## src/rtl/i2c_master_bit_sequencer_assert.svh

```systemverilog
// assertion macros used by the i2c bit sequencer core
`ifndef I2C_MASTER_BIT_SEQUENCER_ASSERT_SVH
`define I2C_MASTER_BIT_SEQUENCER_ASSERT_SVH

// same-cycle implication, checked out of reset
`define I2CMS_ASSERT_NOW(lbl, clk, rst, ante, cons, msg) \
  lbl: assert property (@(posedge clk) disable iff (rst) (ante) |-> (cons)) \
    else $error(msg);

// next-cycle implication, checked out of reset
`define I2CMS_ASSERT_NEXT(lbl, clk, rst, ante, cons, msg) \
  lbl: assert property (@(posedge clk) disable iff (rst) (ante) |=> (cons)) \
    else $error(msg);

`endif

```

## src/rtl/i2cms_pkg.sv

```systemverilog
// shared types and constants for the i2c bit sequencer
package i2cms_pkg;

  localparam int BITS_PER_BYTE = 8;
  localparam int WR_END        = 3 * BITS_PER_BYTE;
  localparam int RD_LAST       = 1 + 2 * BITS_PER_BYTE;
  localparam int STEP_MAX      = 31;
  localparam int STEP_W        = 5;
  localparam logic [7:0] ACK_LIMIT_RESET = 8'd250;

  typedef enum logic [2:0] {
    CMD_NONE    = 3'd0,
    CMD_RELEASE = 3'd1,
    CMD_START   = 3'd2,
    CMD_STOP    = 3'd3,
    CMD_WRITE   = 3'd4,
    CMD_READ    = 3'd5,
    CMD_WAITACK = 3'd6
  } cmd_t;

  typedef struct packed {
    logic [2:0] opcode;
    logic [7:0] write_byte;
    logic       sda_sample;
  } item_t;

endpackage

```

## src/rtl/i2cms_in_stage.sv

```systemverilog
// input register stage holding one tick word
module i2cms_in_stage (
  input  logic            clk,
  input  logic            rst,
  input  logic            in_valid,
  output logic            in_stall,
  input  i2cms_pkg::item_t in_item,
  input  logic            take,
  output logic            item_valid,
  output i2cms_pkg::item_t item
);

  // register is free when empty or being drained this cycle
  assign in_stall = item_valid && !take;

  always_ff @(posedge clk) begin
    if (rst) begin
      item_valid <= 1'b0;
    end else if (!in_stall) begin
      item_valid <= in_valid;
    end
  end

  always_ff @(posedge clk) begin
    if (!in_stall && in_valid) begin
      item <= in_item;
    end
  end

endmodule

```

## src/rtl/i2cms_core.sv

```systemverilog
// line state, one pin step per tick word, and the result register
`include "i2c_master_bit_sequencer_assert.svh"

module i2cms_core (
  input  logic             clk,
  input  logic             rst,
  input  logic             cfg_write,
  input  logic [7:0]       cfg_data,
  input  logic             item_valid,
  input  i2cms_pkg::item_t item,
  input  logic             out_stall,
  output logic             take,
  output logic             out_valid,
  output logic             scl_level,
  output logic             sda_level,
  output logic             busy_res,
  output logic             done_res,
  output logic [7:0]       read_byte,
  output logic             ack_seen,
  output logic             ack_timeout
);

  localparam int SW = i2cms_pkg::STEP_W;

  logic [7:0]      ack_wait_limit;
  i2cms_pkg::cmd_t cmd, cmd_next;
  logic [SW-1:0]   step, step_next;
  logic [1:0]      phase, phase_next;
  logic [7:0]      shift, shift_next;
  logic [7:0]      wait_cnt, wait_next;
  logic            scl, scl_next;
  logic            sda, sda_next;
  logic [7:0]      rd, rd_next;
  logic            ack_ok, ack_ok_next;
  logic            ack_late, ack_late_next;
  logic            step_last;
  logic            op_ok;

  assign take  = item_valid && (!out_valid || !out_stall);
  assign op_ok = (item.opcode >= i2cms_pkg::CMD_RELEASE) &&
                 (item.opcode <= i2cms_pkg::CMD_WAITACK);

  always_comb begin
    cmd_next      = cmd;
    step_next     = step;
    phase_next    = phase;
    shift_next    = shift;
    wait_next     = wait_cnt;
    scl_next      = scl;
    sda_next      = sda;
    rd_next       = rd;
    ack_ok_next   = ack_ok;
    ack_late_next = ack_late;
    step_last     = 1'b0;

    // idle block latches a new command and runs its first step now
    if (cmd == i2cms_pkg::CMD_NONE && op_ok) begin
      cmd_next   = i2cms_pkg::cmd_t'(item.opcode);
      step_next  = '0;
      phase_next = '0;
      wait_next  = '0;
      shift_next = (cmd_next == i2cms_pkg::CMD_WRITE) ? item.write_byte : 8'd0;
      if (cmd_next == i2cms_pkg::CMD_WAITACK) begin
        ack_ok_next   = 1'b0;
        ack_late_next = 1'b0;
      end
    end

    if (cmd_next != i2cms_pkg::CMD_NONE) begin
      unique case (cmd_next)
        i2cms_pkg::CMD_RELEASE: begin
          if (step_next == '0) begin
            sda_next = 1'b1;
          end else begin
            scl_next  = 1'b1;
            step_last = 1'b1;
          end
        end
        i2cms_pkg::CMD_START: begin
          if (step_next == '0) begin
            sda_next = 1'b1;
          end else if (step_next == SW'(1)) begin
            scl_next = 1'b1;
          end else begin
            sda_next  = 1'b0;
            step_last = 1'b1;
          end
        end
        i2cms_pkg::CMD_STOP: begin
          if (step_next == '0) begin
            sda_next = 1'b0;
          end else if (step_next == SW'(1)) begin
            scl_next = 1'b1;
          end else begin
            sda_next  = 1'b1;
            step_last = 1'b1;
          end
        end
        i2cms_pkg::CMD_WRITE: begin
          if (step_next < SW'(i2cms_pkg::WR_END)) begin
            // phase walks scl low, data, scl high for each bit
            if (phase_next == 2'd0) begin
              scl_next = 1'b0;
            end else if (phase_next == 2'd1) begin
              sda_next   = shift_next[7];
              shift_next = {shift_next[6:0], 1'b0};
            end else begin
              scl_next = 1'b1;
            end
            phase_next = (phase_next == 2'd2) ? 2'd0 : 2'(phase_next + 2'd1);
          end else if (step_next == SW'(i2cms_pkg::WR_END)) begin
            scl_next = 1'b0;
          end else begin
            sda_next  = 1'b1;
            step_last = 1'b1;
          end
        end
        i2cms_pkg::CMD_READ: begin
          if (step_next == '0) begin
            scl_next = 1'b0;
          end else if (step_next == SW'(1)) begin
            sda_next = 1'b1;
          end else if (!step_next[0]) begin
            scl_next = 1'b1;
          end else begin
            shift_next = {shift_next[6:0], item.sda_sample};
            scl_next   = 1'b0;
            if (step_next >= SW'(i2cms_pkg::RD_LAST)) begin
              rd_next   = shift_next;
              step_last = 1'b1;
            end
          end
        end
        i2cms_pkg::CMD_WAITACK: begin
          if (step_next == '0) begin
            scl_next = 1'b1;
          end else if (!item.sda_sample) begin
            ack_ok_next   = 1'b1;
            ack_late_next = 1'b0;
            scl_next      = 1'b0;
            step_last     = 1'b1;
          end else if (wait_next >= ack_wait_limit) begin
            ack_ok_next   = 1'b0;
            ack_late_next = 1'b1;
            scl_next      = 1'b0;
            step_last     = 1'b1;
          end else begin
            wait_next = 8'(wait_next + 8'd1);
          end
        end
        default: begin
          step_last = 1'b1;
        end
      endcase

      if (step_last) begin
        cmd_next  = i2cms_pkg::CMD_NONE;
        step_next = '0;
      end else if (step_next < SW'(i2cms_pkg::STEP_MAX) &&
                   !(cmd_next == i2cms_pkg::CMD_WAITACK && step_next != '0)) begin
        step_next = SW'(step_next + SW'(1));
      end
    end
  end

  always_ff @(posedge clk) begin
    if (rst) begin
      ack_wait_limit <= i2cms_pkg::ACK_LIMIT_RESET;
    end else if (cfg_write) begin
      ack_wait_limit <= cfg_data;
    end
  end

  always_ff @(posedge clk) begin
    if (rst) begin
      cmd       <= i2cms_pkg::CMD_NONE;
      step      <= '0;
      phase     <= '0;
      shift     <= '0;
      wait_cnt  <= '0;
      scl       <= 1'b1;
      sda       <= 1'b1;
      rd        <= '0;
      ack_ok    <= 1'b0;
      ack_late  <= 1'b0;
      done_res  <= 1'b0;
      out_valid <= 1'b0;
    end else begin
      if (take) begin
        cmd       <= cmd_next;
        step      <= step_next;
        phase     <= phase_next;
        shift     <= shift_next;
        wait_cnt  <= wait_next;
        scl       <= scl_next;
        sda       <= sda_next;
        rd        <= rd_next;
        ack_ok    <= ack_ok_next;
        ack_late  <= ack_late_next;
        done_res  <= step_last;
        out_valid <= 1'b1;
      end else if (!out_stall) begin
        out_valid <= 1'b0;
      end
    end
  end

  assign scl_level   = scl;
  assign sda_level   = sda;
  assign busy_res    = (cmd != i2cms_pkg::CMD_NONE);
  assign read_byte   = rd;
  assign ack_seen    = ack_ok;
  assign ack_timeout = ack_late;

  `I2CMS_ASSERT_NOW(a_done_not_busy, clk, rst, done_res, !busy_res, "done while still busy")
  `I2CMS_ASSERT_NOW(a_ack_excl, clk, rst, 1'b1, !(ack_ok && ack_late), "ack and timeout both set")
  `I2CMS_ASSERT_NOW(a_phase_range, clk, rst, 1'b1, phase != 2'd3, "write phase out of range")
  `I2CMS_ASSERT_NEXT(a_idle_hold, clk, rst, take && cmd == i2cms_pkg::CMD_NONE && !op_ok, $stable(scl) && $stable(sda) && !done_res, "idle word moved the lines")

endmodule

```

## src/rtl/i2c_master_bit_sequencer.sv

```systemverilog
// i2c master bit sequencer: one pin step per tick word
// an accepted tick word waits in the input register until the core takes it; its
//   result word is then registered in the line state / result register
// throughput: one tick word per cycle while out_stall is low, set by the single step
//   of logic between the input register and the line state / result register
// reset (rst, synchronous): scl and sda released high, no command active, flags,
//   read byte and counters zero, ack wait limit 250
module i2c_master_bit_sequencer (
  input  logic       clk,
  input  logic       rst,
  // tick word in
  input  logic       in_valid,
  output logic       in_stall,
  input  logic [2:0] opcode,
  input  logic [7:0] write_byte,
  input  logic       sda_sample,
  // result word out
  output logic       out_valid,
  input  logic       out_stall,
  output logic       scl_level,
  output logic       sda_level,
  output logic       busy_res,
  output logic       done_res,
  output logic [7:0] read_byte,
  output logic       ack_seen,
  output logic       ack_timeout,
  // ack wait limit register
  input  logic       cfg_write,
  input  logic [7:0] cfg_data
);

  i2cms_pkg::item_t in_item;
  i2cms_pkg::item_t item;
  logic             item_valid;
  logic             take;

  // pack the tick word fields for the input register
  assign in_item.opcode     = opcode;
  assign in_item.write_byte = write_byte;
  assign in_item.sda_sample = sda_sample;

  // input register: takes a new word when empty or when the held one moves on
  i2cms_in_stage u_in (
    .clk        (clk),
    .rst        (rst),
    .in_valid   (in_valid),
    .in_stall   (in_stall),
    .in_item    (in_item),
    .take       (take),
    .item_valid (item_valid),
    .item       (item)
  );

  // sequencer: command latch, step counter, shifter, ack poll and
  // the line/status registers that form the result word
  i2cms_core u_core (
    .clk         (clk),
    .rst         (rst),
    .cfg_write   (cfg_write),
    .cfg_data    (cfg_data),
    .item_valid  (item_valid),
    .item        (item),
    .out_stall   (out_stall),
    .take        (take),
    .out_valid   (out_valid),
    .scl_level   (scl_level),
    .sda_level   (sda_level),
    .busy_res    (busy_res),
    .done_res    (done_res),
    .read_byte   (read_byte),
    .ack_seen    (ack_seen),
    .ack_timeout (ack_timeout)
  );

endmodule
```

## config.mk

```make
export PLATFORM = sky130hd
export DESIGN_NAME = i2c_master_bit_sequencer
export DESIGN_NICKNAME = d
export VERILOG_FILES = /design/src/rtl/i2cms_pkg.sv /design/src/rtl/i2cms_in_stage.sv /design/src/rtl/i2cms_core.sv /design/src/rtl/i2c_master_bit_sequencer.sv
export VERILOG_INCLUDE_DIRS = /design/src /design/src/rtl
export SDC_FILE = /design/constraint.sdc
export NUM_CORES = 1
export LEC_CHECK = 0
export ABC_AREA = 1
export BUFFER_PORTS_ARGS = -buffer_cell sky130_fd_sc_hd__buf_2
export CORE_ASPECT_RATIO = 0.8
export CORE_UTILIZATION = 55
export CTS_CLUSTER_DIAMETER = 150
export CTS_CLUSTER_SIZE = 24
export DETAILED_ROUTE_END_ITERATION = 8
export PLACE_DENSITY = 0.84
export SLEW_MARGIN = 20
export SYNTH_ARGS = -nofsm -noshare
export SYNTH_HDL_FRONTEND = slang
export SYNTH_SLANG_ARGS = --single-unit
```

## constraint.sdc

```tcl
create_clock -name clk -period 8.1 [get_ports clk]
set_input_delay 0.81 -clock clk [delete_from_list [all_inputs] [get_ports clk]]
set_output_delay 0.81 -clock clk [all_outputs]
set_load 0.01 [all_outputs]
```

==> results.py, run 1 <==
metrics = {
    "status": {
        "status": "completed",
    },
    "synth": {
        "synth_seq_cells": 61,
        "netlist_area_sq_um": 3650,
        "synth_edf_count": 12,
        "synth_top_cell_by_area": "dfxtp_1",
        "synth.top_cells.by_area": "dfxtp_1 (27%), nand2_1 (12%), edfxtp_1 (9.9%)",
        "syn_nets": 573,
        "synthAdderAreaFrac_pct": 3.77,
        "yosys.area_share.simple_pct": 33.1,
        "yosysWarnings": 0,
        "synthCells": 537,
        "async_reset_ff_share_pct": 0,
        "synth_top_family_by_area": "simple AND/OR/NAND/NOR gates",
        "synth.distinct_cells": 35,
        "synth_flop_cell": "dfxtp_1",
        "synthMuxAreaShare_pct": 0,
        "synth_top_area_share_pct": 26.8,
        "synth_xor_area_share_pct": 0.479,
        "ys_seq_area_share_pct": 36.7,
        "synth_compound_area_share_pct": 14.7,
        "avgSynthCellArea_sq_um": 6.81,
    },
    "floorplan": {
        "die_w_microns": 93.1,
        "start_util_pct": 57.0,
        "fp-row-count": 26,
        "die_y_microns": 74.9,
        "ios": 41,
        "core_area_sq_um": 6410,
        "dieArea_sq_um": 6980,
    },
    "finish": {
        "multi_input_area_sq_um": 1900,
        "layout_commonest_cell": "nand2_1",
        "drive_gt1_share_pct": 15.5,
        "syn_to_final_growth_pct": 12.2,
        "final_nets": 611,
        "ff_latch_area_sq_um": 1340,
        "layout_common_cells": "nand2_1 (119), inv_1 (87), nor2_1 (51)",
        "antennaDiodeCount": 0,
        "fill_cells": 547,
    },
    "setup_path": {
        "crit_arrival_ns": 3.40,
        "reg2reg_from": "u_in.item[10]$_DFFE_PP_",
        "cp_max_fo": 19,
        "cp_data_required_time_ns": 8.34,
        "crit_type": "register to register",
        "end_kind": "register",
        "cp-start-kind": "register",
        "reg2reg_slack_ns": 4.94,
        "r2r.worst_path.cells": 18,
        "r2r_end": "u_core.wait_cnt[0]$_SDFFE_PP0P_",
    },
    "worst_hold_path": {
        "min_from": "u_core.scl_level$_SDFFE_PP1P_",
        "hold_path_depth": 2,
        "hold_path.class": "register to register",
        "hold_end": "u_core.scl_level$_SDFFE_PP1P_",
    },
    "timing": {
        "finalClockSkew_ns": 0.00914,
        "rsz0062_at_grt": "no",
        "setup_tns_ns": 0,
        "finalHoldViolCount": 0,
        "setup_viol": 0,
        "slew_headroom_pct": 33.5,
        "fin_crit_ns": 3.16,
        "tightest_slew_ns": 0.991,
        "fin_ws_ns": 4.94,
        "max_freq_ghz": 0.316,
        "drv_slew": 0,
        "period_share_pct": 39.0,
    },
    "route": {
        "routed_via_density": 5.46,
        "drcViolationCount": 0,
        "via_count": 3623,
        "firstDrtPassIters": 5,
        "drtIter0Drc": 285,
        "post_drt_wl_per_cell_microns": 13.1,
        "final_antenna_net_count": 0,
        "wl_microns": 8720,
    },
    "global_routing": {
        "grt.total_usage_pct": 26.9,
        "grt.overflow.total": 0,
        "grt_pass1_vias": 3112,
        "grt_max_degree": 36,
        "antenna_found_initial": 0,
        "grt_pass1_wl_microns": 14400,
    },
    "placed_design": {
        "io_buffers": 40,
        "post-place-ws_ns": 4.77,
        "gp_congestion": 0.908,
        "hpwl_microns": 6160,
    },
    "power": {
        "pwr-share-seq_pct": 44.9,
        "cellPowerDensity_nw_per_um2": 179,
        "p_sw_share_pct": 31.5,
        "peakVddDrop_uv": 124,
        "pwr-share-clk_pct": 38.8,
        "combPwrFrac_pct": 16.3,
        "power.leakage_nw": 1.97,
        "p_int_w": 0.000503,
        "p_sw_w": 0.000232,
    },
    "run": {
        "cap_viol_max_count": 0,
    },
    "clock_tree": {
        "clock-sinks": 61,
        "cts_tree": "done",
        "post_cts_resized": 0,
        "h-tree-depth": 3,
        "cts.clk_slew.worst_paths_ns": 0.08,
        "cts_hold_buffers": 0,
        "clockBufferDepth": 2,
        "clockRootBuffer": "clkbuf_8",
        "cts_setup_buffers": 0,
        "numCtsBuffers": 9,
        "clk_latency_ns": 0.36,
    },
}
cell usage after synthesis, drive strengths merged (3+ instances only):
cell    instances
a21oi          39
buf             6
clkbuf          7
dfxtp          49
edfxtp         12
ha             11
inv            92
nand2         128
nand3          46
nand4          10
nor2           64
nor3           10
o211ai          3
o21ai          38
o22ai          14
final cells by class:
type / count / area share [%]
inverters: 93 / 8.51
clock inverters: 7 / 1.98
flip-flops and latches: 61 / 32.7
clock buffers: 9 / 3.02
multi-input cells: 370 / 46.3
repair buffers: 40 / 4.88
well taps: 84 / 2.56
worst max-delay path by stage:
stage,start,to,slack (ns),cells past startpoint
floorplan,u_in.item[10]$_DFFE_PP_,u_core.wait_cnt[5]$_SDFFE_PP0P_,5.44,19
global placement,out_stall,u_core.shift[4]$_SDFFE_PP0P_,4.94,8
detailed placement,out_stall,u_core.shift[1]$_SDFFE_PP0P_,4.77,8
CTS,u_in.item[10]$_DFFE_PP_,u_core.wait_cnt[0]$_SDFFE_PP0P_,4.96,18
global route,u_in.item[10]$_DFFE_PP_,u_core.wait_cnt[5]$_SDFFE_PP0P_,4.63,18
finish,u_in.item[10]$_DFFE_PP_,u_core.wait_cnt[0]$_SDFFE_PP0P_,4.94,18
critical path, stage by stage, from the launching register on:
cell and delay [ns]:
edfxtp_1 0.50, nand3_2 0.19, nand2_1 0.11, nor2_4 0.43
nor2_1 0.11, inv_1 0.08, ha_1 0.22, o21ai_0 0.22
nand2_1 0.08, nand2_1 0.07, nand2_1 0.05, nand2_1 0.06
nand2_1 0.06, nand2_1 0.09, nand2_1 0.15, nor2_4 0.21
nand2_1 0.12, o21ai_0 0.21, a21oi_1 0.06
routing by layer:
layer	up-vias	track usage (%)	share of wire [%]
met1	1651	36.8	45
met4	0	9.57	1.9
li1	1814	-	-
met2	138	41.9	45
met5	-	0	0
met3	20	6.87	7.3
flip-flops by register name, summed over array words and instances (netlist names):
register / flops
u_core.ack_timeout: 1
u_core.ack_wait_limit: 8
u_core.phase: 2
u_core.done_res: 1
u_in.item: 12
u_in.item_valid: 1
u_core.step: 5
u_core.sda_level: 1
u_core.read_byte: 8
u_core.ack_seen: 1
u_core.shift: 8
u_core.scl_level: 1
u_core.cmd: 3
u_core.out_valid: 1
u_core.wait_cnt: 8
through the flow:
stage / instances / power (W) / util, % / area (sq um) / hold slack, ns
floorplan: 537 / 0.000424 / - / 3650 / 0.442
global placement: 648 / 0.000451 / 60.8 / 3900 / 0.436
detailed placement: 648 / 0.000454 / 60.8 / 3900 / 0.442
CTS: 664 / 0.000737 / 64.0 / 4100 / 0.462
global route: 664 / 0.000767 / 64.0 / 4100 / 0.499
finish: 664 / 0.000735 / 64.0 / 4100 / 0.456
cells by family after synthesis:
| logic type | Yosys count |
|---|---|
| adder cells (fa/ha/maj) | 11 |
| buffers and inverters | 106 |
| AO/OA/AOI/OAI | 97 |
| flip-flops | 61 |
| XOR/XNOR | 2 |
| AND/OR/NAND/NOR | 260 |
power by group through the flow:
stage	Clock [W]	Sequential (W)	Combinational [W]
2_1_floorplan	0	0.000336	0.0000882
4_1_cts	0.000289	0.000330	0.000118
3_3_place_gp	0	0.000336	0.000115
3_5_place_dp	0	0.000337	0.000118
6_report	0.000285	0.000330	0.000120
5_1_grt	0.000303	0.000331	0.000133
No activity file was read; power rests on OpenSTA's default activity.
==> inputs of run 2 (changes only) <==
--- a/config.mk
+++ b/config.mk
@@ -6,7 +6,7 @@
 export SDC_FILE = /design/constraint.sdc
 export NUM_CORES = 1
 export LEC_CHECK = 0
-export ABC_AREA = 1
+export ABC_AREA = 0
 export BUFFER_PORTS_ARGS = -buffer_cell sky130_fd_sc_hd__buf_2
 export CORE_ASPECT_RATIO = 0.8
 export CORE_UTILIZATION = 55
==> constraint.sdc (replaced) <==
create_clock -name clk -period 3.12 [get_ports clk]
set_input_delay 0.312 -clock clk [delete_from_list [all_inputs] [get_ports clk]]
set_output_delay 0.312 -clock clk [all_outputs]
set_load 0.01 [all_outputs]
==> run 2 against run 1 <==
First-iteration DRC count up 78%. Clock skew up 0.0069 ns. Non-clock buffer count up 29. Critical path type unchanged. Highest routed layer unchanged.
==> results.py, run 2 <==
metrics = {
    "status": {
        "status": "completed",
    },
    "floorplan": {
        "start_util_pct": 58.6,
        "fp-row-count": 25,
        "die_w_microns": 92.2,
        "core_area_sq_um": 6100,
        "die_y_microns": 74.1,
        "ios": 41,
        "dieArea_sq_um": 6830,
    },
    "worst_hold_path": {
        "hold_path.class": "primary input to register",
        "hold_path_depth": 1,
        "min_from": "sda_sample",
        "hold_end": "u_in.item[0]$_DFFE_PP_",
    },
    "timing": {
        "drv_slew": 0,
        "tightest_slew_ns": 0.944,
        "rsz0062_at_grt": "yes",
        "finalClockSkew_ns": 0.0160,
        "fin_crit_ns": 3.10,
        "max_freq_ghz": 0.323,
        "period_share_pct": 99.2,
        "setup_viol": 0,
        "slew_headroom_pct": 37.0,
        "setup_tns_ns": 0,
        "finalHoldViolCount": 0,
    },
    "global_routing": {
        "antenna_found_initial": 0,
        "grt_pass1_wl_microns": 16300,
        "grt.overflow.total": 0,
        "grt.total_usage_pct": 31.4,
        "grt_pass1_vias": 3227,
        "grt_max_degree": 42,
    },
    "setup_path": {
        "end_kind": "register",
        "crit_arrival_ns": 3.38,
        "cp_data_required_time_ns": 3.41,
        "cpMaxStageDelayCell": "edfxtp_1",
        "cp-start-kind": "register",
        "crit_path_frequent_cell": "buf_4",
        "cp_slowest_stage_delay_ns": 0.41,
        "r2r.worst_path.cells": 12,
        "cp_max_fo": 9,
        "crit_type": "register to register",
        "crit_chain": "buf_4 -> nand3_1 -> nand3_4 -> and2_1 -> ha_1 -> and3_4 -> nand3_2 -> o311ai_4 -> nor3_4 -> buf_4 -> nor4_4 -> mux2i_1",
        "worstSetupStartpoint": "u_in.item[9]$_DFFE_PP_",
        "reg2reg_slack_ns": 0.02,
        "r2r_end": "u_core.scl_level$_SDFFE_PP1P_",
        "reg2reg_from": "u_in.item[9]$_DFFE_PP_",
    },
    "placed_design": {
        "gp_congestion": 0.919,
        "io_buffers": 40,
        "hpwl_microns": 7290,
    },
    "power": {
        "power.leakage_nw": 1.72,
        "cellPowerDensity_nw_per_um2": 445,
        "peakVddDrop_uv": 348,
        "design_power_total_w": 0.00191,
    },
    "synth": {
        "synth.top_cells.by_area": "dfxtp_1 (27%), edfxtp_1 (10%), a21oi_1 (4.5%)",
        "synthCells": 418,
        "yosysWarnings": 0,
        "avgSynthCellArea_sq_um": 8.56,
        "synth_seq_cells": 61,
        "synth_commonest_cells": "dfxtp_1 (49), nor2_1 (41), nand2_1 (36)",
        "synth_top_cell_by_area": "dfxtp_1",
        "synth_edf_count": 12,
        "netlist_area_sq_um": 3580,
        "synth.distinct_cells": 63,
        "synth_flop_cell": "dfxtp_1",
        "ys_seq_area_share_pct": 37.5,
        "syn_nets": 454,
        "synth_top_area_share_pct": 27.4,
        "async_reset_ff_share_pct": 0,
        "synth.most_common_cell": "dfxtp_1",
    },
    "route": {
        "post_drt_wl_per_cell_microns": 18.8,
        "drcViolationCount": 0,
        "final_antenna_net_count": 0,
        "via_count": 3680,
        "firstDrtPassIters": 7,
        "drtIter0Drc": 508,
        "wl_microns": 10400,
        "routed_via_density": 6.63,
    },
    "finish": {
        "multi_input_area_sq_um": 2160,
        "final_util_pct": 70.3,
        "syn_to_final_growth_pct": 19.9,
        "ff_latch_area_sq_um": 1340,
        "final_nets": 505,
        "layout_commonest_cell": "dfxtp_1",
        "fill_cells": 471,
        "antennaDiodeCount": 0,
        "regMostFlops": "u_in.item",
        "largest_reg_flops": 12,
        "layout_common_cells": "dfxtp_1 (49), nor2_1 (41), buf_2 (40)",
        "drive_gt1_share_pct": 25.1,
    },
    "clock_tree": {
        "clockBufferDepth": 2,
        "clk_latency_ns": 0.36,
        "numCtsBuffers": 9,
        "clockRootBuffer": "clkbuf_8",
        "cts.clk_slew.worst_paths_ns": 0.08,
        "clock-sinks": 61,
        "cts_hold_buffers": 0,
        "cts_tree": "done",
        "h-tree-depth": 3,
    },
    "run": {
        "cap_viol_max_count": 0,
    },
}
-- run 2: changes by cell type after synthesis, sizes merged, moves of 12 or more --
cell	previous run	this run
a211oi	1	13
a22oi	0	15
nand2	128	36
o21ai	38	15
inv	92	15
nor2	64	42
nand3	46	9
-- run 2: kinds of logic (layout without fill, tap and decap cells) --
kind of cell             Yosys count  count (layout)  synth area share (%)
adder cells (fa/ha/maj)           11              11                  3.85
XOR/XNOR                           1               1                 0.245
multiplexers                      11              11                  3.18
AO/OA/AOI/OAI                    141             141                  28.2
AND/OR/NAND/NOR                  149             149                  21.7
buffers and inverters             44             100                  5.39
flip-flops                        61              61                  37.5
-- run 2: routing by layer --
| layer | track usage (%) | wire length, microns |
|---|---|---|
| met1 | 42.8 | 4370 |
| met2 | 46.0 | 4420 |
| met3 | 12.1 | 1480 |
| met4 | 10.1 | 166 |
| met5 | 0 | 0 |
-- run 2: per-stage QoR --
step | hold slack, ns | cell area [sq um] | std cells | setup slack (ns)
after global routing | 0.107 | 4290 | 555 | -0.0613
final | 0.124 | 4290 | 555 | 0.0238
after CTS | 0.115 | 4200 | 551 | 0.0132
after global placement | 0.442 | 3980 | 535 | 0.0592
after detailed placement | 0.449 | 3980 | 535 | -0.0733
after floorplan | 0.411 | 3660 | 418 | -0.0501
-- run 2: repair_timing --
item                                   CTS  global route
buffers inserted                         0             4
setup endpoints to repair                4            13
endpoints found under the hold margin    0             0
resized for setup                        5             9
pin swaps                                1             2
-- run 2: worst max-delay path by stage --
stage                                      endpoint  slack [ns]  cells after the start
floorplan           u_core.wait_cnt[7]$_SDFFE_PP0P_       -0.05                     13
global placement      u_core.scl_level$_SDFFE_PP1P_        0.06                     11
detailed placement      u_core.step[4]$_SDFFE_PP0P_       -0.07                     10
CTS                 u_core.wait_cnt[3]$_SDFFE_PP0P_        0.01                     11
global route             u_core.cmd[1]$_SDFFE_PP0P_       -0.06                     11
finish                u_core.scl_level$_SDFFE_PP1P_        0.02                     12
-- run 2: where the power goes --
group / internal (W) / switching [W]
clock network: 0.000379 / 0.000361
registers: 0.000829 / 0.0000210
logic: 0.000115 / 0.000206
-- run 2: area by class of cell --
| class | instances | area share, % |
|---|---|---|
| clock buffer | 9 | 2.89 |
| clock inverter | 7 | 1.90 |
| inverter | 15 | 1.31 |
| multi-input combinational | 313 | 50.5 |
| sequential | 61 | 31.3 |
| tap | 81 | 2.36 |
| timing repair buffer | 69 | 9.83 |
-- run 2: critical path, delay by kind of cell, from the launching register on --
family | cells | cell delay [ns]
buffers and inverters | 2 | 0.33
adders and majority gates | 1 | 0.35
muxes | 1 | 0.21
AOI/OAI and AO/OA | 1 | 0.37
DFF | 1 | 0.41
and+or+nand+nor | 7 | 1.36
==> inputs of run 3 (changes only) <==
--- a/config.mk
+++ b/config.mk
@@ -8,6 +8,7 @@
 export LEC_CHECK = 0
 export ABC_AREA = 0
 export BUFFER_PORTS_ARGS = -buffer_cell sky130_fd_sc_hd__buf_2
+export CAP_MARGIN = 20
 export CORE_ASPECT_RATIO = 0.8
 export CORE_UTILIZATION = 55
 export CTS_CLUSTER_DIAMETER = 150
@@ -17,4 +18,5 @@
 export SLEW_MARGIN = 20
 export SYNTH_ARGS = -nofsm -noshare
 export SYNTH_HDL_FRONTEND = slang
+export SYNTH_HIERARCHICAL = 1
 export SYNTH_SLANG_ARGS = --single-unit
==> constraint.sdc (replaced) <==
create_clock -name clk -period 3.1 [get_ports clk]
set_input_delay 0.31 -clock clk [delete_from_list [all_inputs] [get_ports clk]]
set_output_delay 0.31 -clock clk [all_outputs]
set_load 0.01 [all_outputs]
==> run 3 against run 2 <==
The run now ends with negative setup slack left. Hold slack improved by 0.0064 ns. Sequential power increased by 0.7%. Clock skew decreased by 0.0080 ns. Combinational power increased by 3%. Critical path depth unchanged. Register-to-register slack got worse by 0.04 ns. Fmax decreased by 0.68%. Highest routed layer unchanged.
==> results.py, run 3 <==
metrics = {
    "status": {
        "status": "finished, violations left",
        "violations": "negative setup slack",
    },
    "synth": {
        "synth_top_area_share_pct": 28.7,
        "yosysWarnings": 6,
        "ys_seq_area_share_pct": 39.2,
        "synthCells": 384,
        "synth.top_cells.by_area": "dfxtp_1 (29%), edfxtp_1 (11%), ha_1 (4.0%)",
        "netlist_area_sq_um": 3420,
        "synth.distinct_cells": 73,
        "synth_edf_count": 12,
        "avgSynthCellArea_sq_um": 8.91,
        "synth_seq_cells": 61,
        "synth_flop_cell": "dfxtp_1",
        "synth_commonest_cells": "dfxtp_1 (49), nand2_1 (36), nor2_1 (33)",
        "synth.most_common_cell": "dfxtp_1",
        "async_reset_ff_share_pct": 0,
        "synth_top_cell_by_area": "dfxtp_1",
        "syn_nets": 420,
    },
    "finish": {
        "syn_to_final_growth_pct": 24.6,
        "final_util_pct": 71.7,
        "layout_commonest_cell": "dfxtp_1",
        "largest_reg_flops": 12,
        "regMostFlops": "u_in/item",
        "drive_gt1_share_pct": 27.8,
        "antennaDiodeCount": 0,
        "final_nets": 481,
        "layout_common_cells": "dfxtp_1 (49), buf_2 (40), nand2_1 (34)",
    },
    "global_routing": {
        "grt.total_usage_pct": 29.4,
        "grt_pass1_vias": 3105,
        "grt.overflow.total": 0,
        "grt_pass1_wl_microns": 15100,
        "grt_max_degree": 39,
        "antenna_found_initial": 0,
    },
    "clock_tree": {
        "numCtsBuffers": 9,
        "cts_tree": "done",
        "clk_latency_ns": 0.35,
        "clockRootBuffer": "clkbuf_8",
        "clock-sinks": 61,
        "clockBufferDepth": 2,
        "h-tree-depth": 3,
        "cts_hold_buffers": 0,
        "cts.clk_slew.worst_paths_ns": 0.08,
    },
    "setup_path": {
        "cp_data_required_time_ns": 3.34,
        "crit_type": "register to register",
        "cp-start-kind": "register",
        "crit_arrival_ns": 3.36,
        "cp_max_fo": 8,
        "end_kind": "register",
    },
    "route": {
        "post_drt_wl_per_cell_microns": 19.0,
        "firstDrtPassIters": 7,
        "final_antenna_net_count": 0,
        "drcViolationCount": 0,
        "drtIter0Drc": 485,
        "routed_via_density": 6.53,
        "via_count": 3470,
        "wl_microns": 10100,
    },
    "floorplan": {
        "dieArea_sq_um": 6540,
        "core_area_sq_um": 5940,
        "die_y_microns": 72.5,
        "fp-row-count": 25,
        "start_util_pct": 57.5,
        "ios": 41,
        "die_w_microns": 90.2,
    },
    "timing": {
        "finalHoldViolCount": 0,
        "setup_tns_ns": -0.0311,
        "tightest_slew_ns": 0.746,
        "fin_ws_ns": -0.0174,
        "finalClockSkew_ns": 0.00809,
        "period_share_pct": 101,
        "drv_slew": 0,
        "slew_headroom_pct": 49.7,
        "fin_crit_ns": 3.12,
        "max_freq_ghz": 0.321,
        "setup_viol": 2,
        "rsz0062_at_grt": "yes",
    },
    "worst_hold_path": {
        "hold_path.class": "primary input to register",
    },
    "placed_design": {
        "gp_congestion": 0.990,
        "io_buffers": 40,
        "hpwl_microns": 6610,
    },
    "power": {
        "power.leakage_nw": 1.72,
        "cellPowerDensity_nw_per_um2": 447,
        "peakVddDrop_uv": 339,
    },
    "run": {
        "cap_viol_max_count": 0,
    },
}
run 3: final timing paths:
kind / endpoint / cells after the start / start / slack (ns)
max: u_core/wait_cnt[6]$_SDFFE_PP0P_ / 12 / u_in/item[10]$_DFFE_PP_ / -0.02
min: u_in/item[1]$_DFFE_PP_ / 1 / write_byte[0] / 0.13
max reg2reg: u_core/wait_cnt[6]$_SDFFE_PP0P_ / 12 / u_in/item[10]$_DFFE_PP_ / -0.02
min reg2reg: u_core/phase[1]$_SDFFE_PP0P_ / 2 / u_core/phase[1]$_SDFFE_PP0P_ / 0.48
run 3: where the power goes:
group | leakage, nW | internal, W | switching [W] | total, W
clock | 0.0918 | 0.000373 | 0.000344 | 0.000717
sequential | 0.513 | 0.000836 | 0.0000198 | 0.000856
combinational | 1.12 | 0.000129 | 0.000201 | 0.000329
run 3: kinds of logic (layout without fill, tap and decap cells):
group                    Yosys count  in the layout  synth area share [%]
XOR/XNOR                           4              4                  1.02
AND/OR/NAND/NOR                  146            147                  23.1
adder cells (fa/ha/maj)           11             11                  4.02
flip-flops                        61             61                  39.2
buffers and inverters             39            104                  4.46
AO/OA/AOI/OAI                    110            110                  24.2
multiplexers                      13             13                  4.02
run 3: repair_timing:
item                                    4_1_cts  5_1_grt
cloned                                        0        1
setup buffers                                 0        7
pin swaps                                     1       15
endpoints found under the setup margin        4       19
resized for setup                             1       17
run 3: cell type report:
class / instances / area [sq um]
Multi-Input combinational cell: 285 / 2100
Clock inverter: 7 / 75.1
Timing Repair Buffer: 72 / 457
Inverter: 16 / 60.1
Clock buffer: 9 / 124
Tap cell: 81 / 101
Fill cell: 445 / 1680
Sequential cell: 61 / 1340
run 3: metrics by stage:
stage | total power, W | worst slack, ns | cell area [sq um] | instances | hold WS, ns
3_5_place_dp | 0.00115 | -0.0604 | 3880 | 507 | 0.461
3_3_place_gp | 0.00114 | 0.107 | 3880 | 507 | 0.454
5_1_grt | 0.00196 | -0.128 | 4260 | 531 | 0.125
4_1_cts | 0.00185 | -0.00278 | 4090 | 523 | 0.129
2_1_floorplan | 0.00105 | 0.00565 | 3490 | 384 | 0.409
6_report | 0.00190 | -0.0174 | 4260 | 531 | 0.131
run 3: critical path: stages (launching register included):
cell and delay (ns):
edfxtp_1 0.45, or3_4 0.47, nand3_4 0.15, buf_12 0.14
nand2_8 0.05, ha_4 0.18, nor4b_4 0.13, a41oi_4 0.22
or4b_4 0.54, nor3_4 0.22, buf_6 0.17, nand4_1 0.14
mux2i_1 0.15
run 3: layer usage:
layer	routed length [microns]	up-vias	GRT usage (%)	part of all wire [%]
li1	-	1576	-	-
met1	4170	1616	38.6	41
met2	4540	235	47.8	45
met3	1040	43	6.39	10
met4	327	0	12.2	3.2
met5	0	-	0	0
